`config.mk`:
```
export PLATFORM = sky130hd
export DESIGN_NAME = sign_magnitude_alu_unit
export DESIGN_NICKNAME = d
export VERILOG_FILES = /design/src/hw/rtl/sma_pkg.sv /design/src/hw/rtl/sma_addsub.sv /design/src/hw/rtl/sma_seq.sv /design/src/hw/rtl/sign_magnitude_alu_unit.sv
export SDC_FILE = /design/constraint.sdc
export NUM_CORES = 1
export LEC_CHECK = 0
export ABC_AREA = 1
export BUFFER_PORTS_ARGS = -buffer_cell sky130_fd_sc_hd__buf_2
export CORE_MARGIN = 2
export CORE_UTILIZATION = 60
export CTS_BUF_LIST = sky130_fd_sc_hd__clkbuf_16
export CTS_CLUSTER_DIAMETER = 60
export DETAILED_ROUTE_END_ITERATION = 16
export GPL_TIMING_DRIVEN = 0
export PLACE_DENSITY = 0.9
export SETUP_SLACK_MARGIN = 0.02
export SLEW_MARGIN = 25
export SYNTH_ARGS = -nofsm -noshare
export SYNTH_HDL_FRONTEND = slang
export SYNTH_SLANG_ARGS = --single-unit
```
`constraint.sdc`:
```
create_clock -name clk_i -period 4.35 [get_ports clk_i]
set_clock_uncertainty 0.1 [all_clocks]
set_input_delay 1.305 -clock clk_i [delete_from_list [all_inputs] [get_ports clk_i]]
set_output_delay 1.305 -clock clk_i [all_outputs]
set_load 0.05 [all_outputs]
```
`src/hw/rtl/sma_pkg.sv`:
```
`timescale 1ns / 1ps
`default_nettype none
// ----------------------------------------------------------------------------
// sma_pkg
// Shared types and constants of the sign-magnitude arithmetic unit.
// ----------------------------------------------------------------------------
package sma_pkg;

  // default word width, sign bit included
  localparam int unsigned SMA_WORD_WIDTH = 16;

  // operation codes carried on the input tuser
  typedef enum logic [1:0] {
    CMD_ADD  = 2'd0,
    CMD_MUL  = 2'd1,
    CMD_DIV  = 2'd2,
    CMD_NONE = 2'd3
  } sma_cmd_e;

  // sequencer states
  typedef enum logic [2:0] {
    ST_IDLE,
    ST_ADD,
    ST_SWAP,
    ST_MUL,
    ST_DIV,
    ST_FIN
  } sma_state_e;

  // datapath status seen by the sequencer
  typedef struct packed {
    logic     in_fire;
    sma_cmd_e cmd;
    logic     b_zero;
    logic     signs_eq;
    logic     carry;
    logic     out_free;
  } sma_status_t;

endpackage
`default_nettype wire

```
`src/hw/rtl/sma_addsub.sv`:
```
`timescale 1ns / 1ps
`default_nettype none
// ----------------------------------------------------------------------------
// sma_addsub
// Shared adder/subtractor used by every operation step; carry out set on
// subtract means no borrow.
// ----------------------------------------------------------------------------
module sma_addsub #(
  parameter int unsigned WIDTH = 16
) (
  input  wire logic [WIDTH-1:0] x_i,
  input  wire logic [WIDTH-1:0] y_i,
  input  wire logic             sub_i,
  output logic      [WIDTH-1:0] sum_o,
  output logic                  carry_o
);

  logic [WIDTH-1:0] y_eff;
  logic [WIDTH:0]   total;

  // two's complement subtract by inverting and carrying in
  assign y_eff   = sub_i ? ~y_i : y_i;
  assign total   = {1'b0, x_i} + {1'b0, y_eff} + {{WIDTH{1'b0}}, sub_i};
  assign sum_o   = total[WIDTH-1:0];
  assign carry_o = total[WIDTH];

endmodule
`default_nettype wire

```
`src/hw/rtl/sma_seq.sv`:
```
`timescale 1ns / 1ps
`default_nettype none
// ----------------------------------------------------------------------------
// sma_seq
// Sequencer: picks the step applied to the shared adder each cycle and
// counts the bit iterations of multiply and divide.
// ----------------------------------------------------------------------------
module sma_seq
  import sma_pkg::*;
#(
  parameter int unsigned MAG_W = SMA_WORD_WIDTH - 1
) (
  input  wire logic        clk_i,
  input  wire logic        rst_ni,
  input  wire sma_status_t status_i,
  output sma_state_e       state_o
);

  localparam int unsigned CNT_W = $clog2(MAG_W);

  sma_state_e       state_q, state_d;
  logic [CNT_W-1:0] cnt_q, cnt_d;

  // state and counter registers
  always_ff @(posedge clk_i or negedge rst_ni) begin
    if (!rst_ni) begin
      state_q <= ST_IDLE;
      cnt_q   <= '0;
    end else begin
      state_q <= state_d;
      cnt_q   <= cnt_d;
    end
  end

  // next state
  always_comb begin
    state_d = state_q;
    cnt_d   = cnt_q;
    case (state_q)
      ST_IDLE: begin
        if (status_i.in_fire) begin
          cnt_d = CNT_W'(MAG_W - 1);
          case (status_i.cmd)
            CMD_ADD: state_d = ST_ADD;
            CMD_MUL: state_d = ST_MUL;
            CMD_DIV: state_d = status_i.b_zero ? ST_FIN : ST_DIV;
            default: state_d = ST_FIN;
          endcase
        end
      end
      ST_ADD: begin
        // opposite signs with a smaller first magnitude needs the reverse subtract
        if (!status_i.signs_eq && !status_i.carry) begin
          state_d = ST_SWAP;
        end else begin
          state_d = ST_FIN;
        end
      end
      ST_SWAP: state_d = ST_FIN;
      ST_MUL, ST_DIV: begin
        cnt_d = cnt_q - CNT_W'(1);
        if (cnt_q == '0) begin
          state_d = ST_FIN;
        end
      end
      ST_FIN: begin
        if (status_i.out_free) begin
          state_d = ST_IDLE;
        end
      end
      default: state_d = ST_IDLE;
    endcase
  end

  assign state_o = state_q;

endmodule
`default_nettype wire

```
`src/hw/rtl/sign_magnitude_alu_unit.sv`:
```
`timescale 1ns / 1ps
`default_nettype none
// ----------------------------------------------------------------------------
// sign_magnitude_alu_unit
// Sign-magnitude add, multiply and truncating divide on one shared adder.
//
//  channel  | direction | tdata               | tuser
//  s_axis   | in        | operand_a, operand_b | command
//  m_axis   | out       | result              | overflow, divide_by_zero
//
// An add runs ST_ADD and, for opposite signs with a smaller first magnitude,
// ST_SWAP; multiply, and divide by a nonzero divisor, take one step per
// magnitude bit through the shared adder, between accept and finish.
// s_axis_tready_o is high only while the sequencer is idle. A finished result
// sits in the output register, so the next transaction can be accepted while
// it waits. Reset clears the sequencer and the output valid flag.
// ----------------------------------------------------------------------------
module sign_magnitude_alu_unit
  import sma_pkg::*;
#(
  parameter int unsigned WORD_WIDTH = SMA_WORD_WIDTH
) (
  input  wire logic                                  clk_i,
  input  wire logic                                  rst_ni,
  // operand_a [WORD_WIDTH-1:0], operand_b above it, zero padded
  input  wire logic [((2*WORD_WIDTH+7)/8)*8-1:0]     s_axis_tdata_i,
  // command [1:0]
  input  wire logic [1:0]                            s_axis_tuser_i,
  input  wire logic                                  s_axis_tvalid_i,
  output logic                                       s_axis_tready_o,
  // result [WORD_WIDTH-1:0], zero padded
  output logic      [((WORD_WIDTH+7)/8)*8-1:0]       m_axis_tdata_o,
  // overflow [0], divide_by_zero [1]
  output logic      [1:0]                            m_axis_tuser_o,
  output logic                                       m_axis_tvalid_o,
  input  wire logic                                  m_axis_tready_i
);

  localparam int unsigned MAG_W  = WORD_WIDTH - 1;
  localparam int unsigned OUT_DW = ((WORD_WIDTH + 7) / 8) * 8;

  sma_state_e  state;
  sma_status_t status;

  // input decode
  logic [WORD_WIDTH-1:0] word_a, word_b;
  logic [MAG_W-1:0]      in_ma, in_mb;
  sma_cmd_e              in_cmd;
  logic                  in_fire;

  assign word_a  = s_axis_tdata_i[WORD_WIDTH-1:0];
  assign word_b  = s_axis_tdata_i[2*WORD_WIDTH-1:WORD_WIDTH];
  assign in_ma   = word_a[MAG_W-1:0];
  assign in_mb   = word_b[MAG_W-1:0];
  assign in_cmd  = sma_cmd_e'(s_axis_tuser_i);
  assign in_fire = s_axis_tvalid_i && s_axis_tready_o;

  assign s_axis_tready_o = (state == ST_IDLE);

  // working registers
  logic [MAG_W-1:0] opa_q, opb_q, lo_q;
  logic [MAG_W:0]   acc_q;
  sma_cmd_e         cmd_q;
  logic             sa_q, sb_q, neg_q, dz_q;

  // output register
  logic              m_valid_q;
  logic [MAG_W-1:0]  m_mag_q;
  logic              m_neg_q, m_ovf_q, m_dz_q;
  logic              out_free;

  assign out_free = !m_valid_q || m_axis_tready_i;

  // shared adder operand select
  logic [MAG_W:0] add_x, add_y, add_sum, div_shift;
  logic           add_sub, add_carry;

  assign div_shift = {acc_q[MAG_W-1:0], lo_q[MAG_W-1]};

  always_comb begin
    add_x   = {1'b0, opa_q};
    add_y   = {1'b0, opb_q};
    add_sub = 1'b0;
    case (state)
      ST_ADD: begin
        add_sub = (sa_q != sb_q);
      end
      ST_SWAP: begin
        add_x   = {1'b0, opb_q};
        add_y   = {1'b0, opa_q};
        add_sub = 1'b1;
      end
      ST_MUL: begin
        add_x = acc_q;
        add_y = lo_q[0] ? {1'b0, opb_q} : '0;
      end
      ST_DIV: begin
        add_x   = div_shift;
        add_sub = 1'b1;
      end
      default: ;
    endcase
  end

  sma_addsub #(
    .WIDTH(MAG_W + 1)
  ) u_addsub (
    .x_i    (add_x),
    .y_i    (add_y),
    .sub_i  (add_sub),
    .sum_o  (add_sum),
    .carry_o(add_carry)
  );

  // sequencer
  assign status.in_fire  = in_fire;
  assign status.cmd      = in_cmd;
  assign status.b_zero   = (in_mb == '0);
  assign status.signs_eq = (sa_q == sb_q);
  assign status.carry    = add_carry;
  assign status.out_free = out_free;

  sma_seq #(
    .MAG_W(MAG_W)
  ) u_seq (
    .clk_i   (clk_i),
    .rst_ni  (rst_ni),
    .status_i(status),
    .state_o (state)
  );

  // datapath updates per step
  always_ff @(posedge clk_i) begin
    case (state)
      ST_IDLE: begin
        if (in_fire) begin
          opa_q <= in_ma;
          opb_q <= in_mb;
          lo_q  <= in_ma;
          acc_q <= '0;
          cmd_q <= in_cmd;
          // a zero magnitude adds as plain zero
          sa_q  <= word_a[MAG_W] && !(in_cmd == CMD_ADD && in_ma == '0);
          sb_q  <= word_b[MAG_W] && !(in_cmd == CMD_ADD && in_mb == '0);
          dz_q  <= (in_cmd == CMD_DIV) && (in_mb == '0);
        end
      end
      ST_ADD: begin
        acc_q <= add_sum;
        neg_q <= sa_q;
      end
      ST_SWAP: begin
        acc_q <= add_sum;
        neg_q <= sb_q;
      end
      ST_MUL: begin
        acc_q <= {1'b0, add_sum[MAG_W:1]};
        lo_q  <= {add_sum[0], lo_q[MAG_W-1:1]};
      end
      ST_DIV: begin
        acc_q <= add_carry ? add_sum : div_shift;
        lo_q  <= {lo_q[MAG_W-2:0], add_carry};
      end
      default: ;
    endcase
  end

  // result formatting
  logic [MAG_W-1:0] fin_mag;
  logic             fin_neg, fin_ovf, fin_dz;

  always_comb begin
    fin_mag = '0;
    fin_neg = 1'b0;
    fin_ovf = 1'b0;
    fin_dz  = 1'b0;
    case (cmd_q)
      CMD_ADD: begin
        fin_ovf = acc_q[MAG_W];
        fin_mag = fin_ovf ? {MAG_W{1'b1}} : acc_q[MAG_W-1:0];
        fin_neg = neg_q && (fin_mag != '0);
      end
      CMD_MUL: begin
        fin_ovf = (acc_q[MAG_W-1:0] != '0);
        fin_mag = fin_ovf ? {MAG_W{1'b1}} : lo_q;
        fin_neg = sa_q ^ sb_q;
      end
      CMD_DIV: begin
        fin_dz = dz_q;
        if (!dz_q) begin
          fin_mag = lo_q;
          fin_neg = sa_q ^ sb_q;
        end
      end
      default: ;
    endcase
  end

  // output valid
  always_ff @(posedge clk_i or negedge rst_ni) begin
    if (!rst_ni) begin
      m_valid_q <= 1'b0;
    end else if (state == ST_FIN && out_free) begin
      m_valid_q <= 1'b1;
    end else if (m_axis_tready_i) begin
      m_valid_q <= 1'b0;
    end
  end

  // output payload
  always_ff @(posedge clk_i) begin
    if (state == ST_FIN && out_free) begin
      m_mag_q <= fin_mag;
      m_neg_q <= fin_neg;
      m_ovf_q <= fin_ovf;
      m_dz_q  <= fin_dz;
    end
  end

  assign m_axis_tvalid_o = m_valid_q;
  assign m_axis_tdata_o  = OUT_DW'({m_neg_q, m_mag_q});
  assign m_axis_tuser_o  = {m_dz_q, m_ovf_q};

`ifndef SYNTHESIS
  // the two flags never come together
  assert property (@(posedge clk_i) disable iff (!rst_ni)
    m_axis_tvalid_o |-> !(m_axis_tuser_o[0] && m_axis_tuser_o[1]))
    else $error("overflow and divide_by_zero both set");

  // a zero divisor gives positive zero
  assert property (@(posedge clk_i) disable iff (!rst_ni)
    (m_axis_tvalid_o && m_axis_tuser_o[1]) |-> (m_axis_tdata_o == '0))
    else $error("divide by zero result not zero");

  // saturation gives the largest magnitude
  assert property (@(posedge clk_i) disable iff (!rst_ni)
    (m_axis_tvalid_o && m_axis_tuser_o[0]) |-> (&m_axis_tdata_o[MAG_W-1:0]))
    else $error("saturated magnitude not at maximum");

  // the unit is busy right after it takes an operand pair
  assert property (@(posedge clk_i) disable iff (!rst_ni)
    in_fire |=> !s_axis_tready_o)
    else $error("ready right after accept");
`endif

endmodule
`default_nettype wire

```
==> results of run 1 <==
worst max-delay path by stage:
stage	from	to	slack, ns	depth (start not counted)
2_1_floorplan	u_seq.state_o[0]$_DFFE_PN0P_	u_seq.cnt_q[2]$_DFFE_PN0P_	0.15	10
3_3_place_gp	s_axis_tvalid_i	u_seq.cnt_q[2]$_DFFE_PN0P_	-0.50	8
3_5_place_dp	u_seq.state_o[0]$_DFFE_PN0P_	acc_q[13]$_DFFE_PP_	-0.01	17
4_1_cts	u_seq.state_o[0]$_DFFE_PN0P_	acc_q[13]$_DFFE_PP_	0.03	19
5_1_grt	u_seq.state_o[2]$_DFFE_PN0P_	acc_q[9]$_DFFE_PP_	-0.008	21
6_report	u_seq.state_o[0]$_DFFE_PN0P_	acc_q[13]$_DFFE_PP_	0.24	20
cell usage after synthesis (4+ instances only):
| cell | n | share of area (%) |
|---|---|---|
| o21ai_1 | 5 | 0.43 |
| inv_2 | 4 | 0.26 |
| edfxtp_1 | 85 | 44 |
| nor2_1 | 31 | 2.0 |
| ha_1 | 16 | 3.5 |
| a21oi_1 | 19 | 1.7 |
| o221ai_1 | 17 | 2.6 |
| o211ai_1 | 24 | 3.1 |
| nand2_2 | 8 | 0.87 |
| xnor2_1 | 6 | 0.91 |
| nand2_1 | 155 | 10 |
| or2_2 | 5 | 0.54 |
| a22oi_1 | 8 | 1.0 |
| inv_1 | 80 | 5.2 |
| xor2_1 | 12 | 1.8 |
| nand4_1 | 5 | 0.54 |
| o21ai_0 | 57 | 5.0 |
| clkbuf_1 | 14 | 0.91 |
| buf_2 | 6 | 0.52 |
| a221oi_1 | 4 | 0.61 |
| nor3_1 | 6 | 0.52 |
| dfrtp_1 | 8 | 3.5 |
| nand3_1 | 41 | 3.6 |
| nor4_1 | 9 | 0.98 |
| o21ai_2 | 5 | 0.76 |
cells by family (layout without fill, tap and decap cells):
kind of cell | after synthesis | in the layout | synth area share (%)
AND/OR/NAND/NOR | 271 | 271 | 20.6
XOR/XNOR | 19 | 19 | 3.02
AO/OA/AOI/OAI | 155 | 155 | 17.4
flip-flops | 93 | 93 | 47.8
buffers and inverters | 109 | 183 | 7.43
adder cells (fa/ha/maj) | 17 | 17 | 3.82
metal layers:
layer | up-vias | wire [µm] | part of all wire, % | track usage [%]
met2 | 387 | 7660 | 45 | 54.7
met4 | 0 | 518 | 3.1 | 13.4
met3 | 50 | 2110 | 13 | 6.63
met1 | 2403 | 6580 | 39 | 46.4
li1 | 2481 | - | - | -
met5 | - | 0 | 0 | 0
per-stage QoR:
stage / cell area (µm²) / TNS (ns) / setup slack (ns) / hold WS [ns]
CTS: 6570 / 0 / 0.0335 / 0.430
finish: 6600 / 0 / 0.236 / 0.428
global placement: 6210 / -6.77 / -0.495 / 0.406
detailed placement: 6250 / -0.0190 / -0.0136 / 0.417
floorplan: 5760 / 0 / 0.153 / 0.381
global route: 6600 / -0.00846 / -0.00846 / 0.470
flip-flops by register name, indices dropped and copies added (netlist names):
| signal | cells |
|---|---|
| u_seq.cnt_q | 4 |
| sb_q | 1 |
| lo_q | 15 |
| neg_q | 1 |
| u_seq.state_o | 3 |
| m_axis_tvalid_o | 1 |
| acc_q | 16 |
| opa_q | 15 |
| m_mag_q | 15 |
| sa_q | 1 |
| m_dz_q | 1 |
| dz_q | 1 |
| opb_q | 15 |
| m_ovf_q | 1 |
| cmd_q | 2 |
| m_neg_q | 1 |
worst max-delay path, stage by stage, from the launching register on:
cell      delay, ns
dfrtp_1        0.44
inv_2          0.11
o21ai_2        0.32
clkbuf_1       0.50
nand2_1        0.09
o21ai_0        0.11
xor2_1         0.14
fa_1           0.46
nand3_1        0.10
nand3_1        0.08
nand2_1        0.10
nand2_1        0.10
nand2_1        0.15
o21ai_4        0.09
nand3_1        0.11
nand2_2        0.12
nand2_4        0.16
clkbuf_4       0.25
o21ai_0        0.14
nand2_1        0.10
nand3_1        0.06
cell type report:
| cell class | instances | area share, % |
|---|---|---|
| buffer | 25 | 1.88 |
| clock buffer | 9 | 3.41 |
| clock inverter | 7 | 1.40 |
| inverter | 84 | 4.81 |
| multi-input combinational | 462 | 39.6 |
| sequential | 93 | 41.7 |
| tap | 129 | 2.44 |
| timing repair buffer | 58 | 4.74 |
==> impl_results.md, run 1 <==
- Total GRT Usage: 34.2%
- Clk_lat worst skew: 0.34 ns
- Synthesized area: 5760 µm²
- Tmin final: 4.11 ns
- Core Area: 9280 µm²
- Cells after Synth: 664
- Clock Path Buffers: 2
- Status: finished, final reports clean
- Synthesized Nets: 719
- Largest net degree at the start of global routing: 25
- Fillcell total: 763
- Number of synthesized flops with an enable pin: 85
- Post-DP HPWL: 13000 µm
- FP Rows: 35
- Synthesis-to-finish area growth: 14.6%
- Number of global-route vias before repair: 5008
- DIE HEIGHT: 102 µm
- Total Wirelength: 16900 µm
- DR pass1 iterations: 5
- Number of buffers added on ports: 57
- Synthesis-stage register bit count: 93
- Hold depth: 1
- Post-synth cell types: 48
- Via density per instance: 6.14
- CTS Root Cell: clkbuf_16
- Diodes inserted: 0
- Post-synth top flop: edfxtp_1
- Max cap viols: 0
- Initial antenna violation count: 0
- Setup crit end kind: register
- Worst setup SP type: register
- WP data required: 4.34 ns
- R2R depth: 20
- Via count: 5321
- First-pass GRT wire length: 26400 µm
- Die area: 10400 µm²
- Postcts setup bufs: 0
- RSZ-0062 raised after global routing: true
- H-tree depth: 3
- Ports: 58
- Layout cells sized above 1: 16.0%
- Hold buffer count at cts: 0
- 1st-iter DRT viols: 530
- Hold_sp: u_seq.cnt_q[2]$_DFFE_PN0P_
- Final Hold Viols: 0
- Avg Inst Size Synth: 8.68 µm²
- Clock-pin slew on the worst setup and hold paths: 0.07 ns
- Hold Path Sink: u_seq.cnt_q[2]$_DFFE_PN0P_
- Post-synth ARST share: 8.60%
- Rel. slew slack: 40.1%
- Sequential element share of the synthesized area: 47.8%
- Final Setup Violations: 0
- Most frequent cells in the layout: nand2_1, edfxtp_1, inv_1, buf_2, o21ai_0
- # clock sinks: 93
- Non-filler instance count after layout: 867
- Final ANT Viol Nets: 0
- Slew @ Worst Pin: 0.897 ns
- Yosys warns: 0
- Critical path fanouts, max: 10
- Final net count: 788
- CTS buffer count: 9
- R2R Setup Slk: 0.24 ns
- Seq. cell area: 2750 µm²
- Dpl cells: 851
- Finished Core Util: 71.1%
- Worst Hold Class: reg2reg
- Die X: 102 µm
- DRC viols: 0
- Area of the multi-input gates: 2620 µm²
- Resize count post-CTS: 1
- Detailed-route wire length per cell: 19.5 µm
- Tcrit/Tclk final: 94.6%
- Commonest non-fill, non-tap cell in the layout: nand2_1
- Starting Density: 62.1%
- RR Endpoint: acc_q[13]$_DFFE_PP_
- R2r startpoint: u_seq.state_o[0]$_DFFE_PN0P_
- RePlAce Congestion: 0.971
- Max-slew violations: 0
- Critical path class: reg2reg
- Fmax: 243 MHz
- Grt ovf: 0
- WP data arrival: 4.10 ns
- TritonCTS clock tree: built
Power of run 1 is not shown: default switching activity piles up to over one toggle a cycle in this logic, so the estimate is an artifact.
==> run 2, diff against run 1 <==
Settings changed: PLACE_DENSITY 0.9 to 0.86.
==> run 2 against run 1 <==
Via count increased by 2.6%. Die area stayed put. Design area down 0.45%. Critical path type unchanged. Critical path depth decreased by 3. Register-to-register slack got worse by 0.05 ns. Sequential share of layout area rose by 0.19 points. First-iteration DRC count up 44%. Routed wire length up 1.2%. Worst setup slack worse by 0.048 ns. Utilization down 0.32 points. Global-route usage rose by 0.20 points.
==> impl_results.md, run 2 (synthesis gave the netlist of run 1 again) <==
- Status: finished, final reports clean
- Post-route cell area: 6570 µm² (-0.45%)
- DR pass1 iterations: 6 (+1)
- WP data required: 4.34 ns (about the same)
- Initial antenna violation count: 0 (unchanged)
- Post-DP HPWL: 13200 µm (+1.4%)
- H-tree depth: 3 (unchanged)
- Largest net degree at the start of global routing: 27 (+8.0%)
- First-pass GRT wire length: 26400 µm (about the same)
- Starting Density: 62.1% (unchanged)
- CTS Root Cell: clkbuf_16
- Ports: 58 (unchanged)
- CTS buffer count: 9 (unchanged)
- Hold buffer count at cts: 0 (unchanged)
- Setup TNS: 0 ns (unchanged)
- Non-filler instance count after layout: 867 (unchanged)
- Slew @ Worst Pin: 0.841 ns (-0.0565 ns)
- Fmax: 240 MHz (-1.2%)
- Clk_lat worst skew: 0.35 ns (about the same)
- Total Wirelength: 17100 µm (+1.2%)
- Via density per instance: 6.30 (+2.6%)
- Critical path fanouts, max: 10 (unchanged)
- Grt ovf: 0 (unchanged)
- FP Rows: 35 (unchanged)
- Max cap viols: 0 (unchanged)
- DRC viols: 0 (unchanged)
- Rel. slew slack: 43.4% (+3.3 points)
- Max reg flops: 16 (unchanged)
- Number of buffers added on ports: 57 (unchanged)
- Core Area: 9280 µm² (unchanged)
- # clock sinks: 93 (unchanged)
- Final Hold Viols: 0 (unchanged)
- Number of global-route vias before repair: 5015 (+0.14%)
- Die X: 102 µm (unchanged)
- WP data arrival: 4.15 ns (+0.05 ns)
- Most frequent cells in the layout: nand2_1, edfxtp_1, inv_1, buf_2, o21ai_0
- DIE HEIGHT: 102 µm (unchanged)
- TritonCTS clock tree: built
- Detailed-route wire length per cell: 19.7 µm (+1.2%)
- RSZ-0062 raised after global routing: false
- RePlAce Congestion: 0.983 (+1.2%)
- Setup crit end kind: register
- Commonest non-fill, non-tap cell in the layout: nand2_1
- DP Worst Slack: 0.130 ns (+0.144 ns)
- Total GRT Usage: 34.4% (+0.20 points)
- Clock-pin slew on the worst setup and hold paths: 0.07 ns (about the same)
- Dpl cells: 851 (unchanged)
- Die area: 10400 µm² (unchanged)
- Layout cells sized above 1: 16.0% (unchanged)
- Final ANT Viol Nets: 0 (unchanged)
- Clock Path Buffers: 2 (unchanged)
- Worst setup SP type: register
- Max-slew violations: 0 (unchanged)
- Tcrit/Tclk final: 95.7% (+1.1 points)
- Final Setup Violations: 0 (unchanged)
- Final net count: 788 (unchanged)
- Worst Hold Class: reg2reg
- Synthesis-to-finish area growth: 14.1%
- Diodes inserted: 0 (unchanged)
- Tmin final: 4.16 ns (+0.0481 ns)
- Critical path class: reg2reg
- 1st-iter DRT viols: 764 (+44%)
- Final worst slack: 0.188 ns (-0.0481 ns)
- Placed instance area: 6250 µm² (unchanged)
- Most flops, register: acc_q
- Via count: 5461 (+2.6%)
==> run 2: cell count changes in the layout (fill, tap and decap cells not counted), sizes merged <==
cell and delta:
clkbuf -2, clkinvlp -1, buf +2, clkinv +2, bufinv -1
==> run 2: final cells by class <==
cell class / count / area [µm²]
timing repair buffer: 58 / 313
clock buffer: 9 / 225
inverter: 84 / 315
fill: 755 / 2710
sequential: 93 / 2750
buffer: 25 / 120
multi-input combinational: 462 / 2610
tap: 129 / 161
clock inverter: 7 / 75.1
==> run 2: per-stage QoR <==
step	hold WS, ns	util (%)
floorplan	0.381	-
global placement	0.407	66.9
detailed placement	0.413	67.3
CTS	0.426	70.5
global route	0.461	70.8
finish	0.418	70.8
==> run 2: timing repair <==
action                                  in CTS  in global routing
resized for setup                            0                 13
endpoints found under the setup margin       0                 15
buffers inserted                             0                  0
endpoints found under the hold margin        0                  0
==> run 2: per-layer routing <==
layer / up-vias / wire (µm) / GRT usage [%]
met5: - / 0 / 0
met4: 0 / 697 / 16.6
met3: 63 / 1860 / 6.36
met2: 387 / 7760 / 53.3
met1: 2528 / 6760 / 47.0
li1: 2483 / - / -
==> run 2: worst max-delay path, stage by stage (launching register included) <==
cell	delay, ns
dfrtp_1	0.47
inv_2	0.13
nand2_2	0.11
nor2_4	0.27
clkbuf_1	0.51
a22oi_1	0.19
o211ai_1	0.16
ha_1	0.31
or2_2	0.33
nand2_1	0.13
o21ai_2	0.10
nand3_1	0.08
nand2_1	0.17
nand2_2	0.21
buf_2	0.25
o21ai_0	0.17
nand2_1	0.11
nand3_1	0.09
==> run 2: worst paths after layout <==
path / cells after the start / slack, ns / startpoint / to
max: 17 / 0.19 / u_seq.state_o[2]$_DFFE_PN0P_ / acc_q[13]$_DFFE_PP_
min: 1 / 0.42 / u_seq.cnt_q[2]$_DFFE_PN0P_ / u_seq.cnt_q[2]$_DFFE_PN0P_
max reg2reg: 17 / 0.19 / u_seq.state_o[2]$_DFFE_PN0P_ / acc_q[13]$_DFFE_PP_
min reg2reg: 1 / 0.42 / u_seq.cnt_q[2]$_DFFE_PN0P_ / u_seq.cnt_q[2]$_DFFE_PN0P_
max in group asynchronous: 1 / 3.30 / rst_ni / u_seq.cnt_q[0]$_DFFE_PN0P_
min in group asynchronous: 1 / 0.68 / rst_ni / u_seq.cnt_q[1]$_DFFE_PN0P_
Power of run 2 is left out for the same reason.
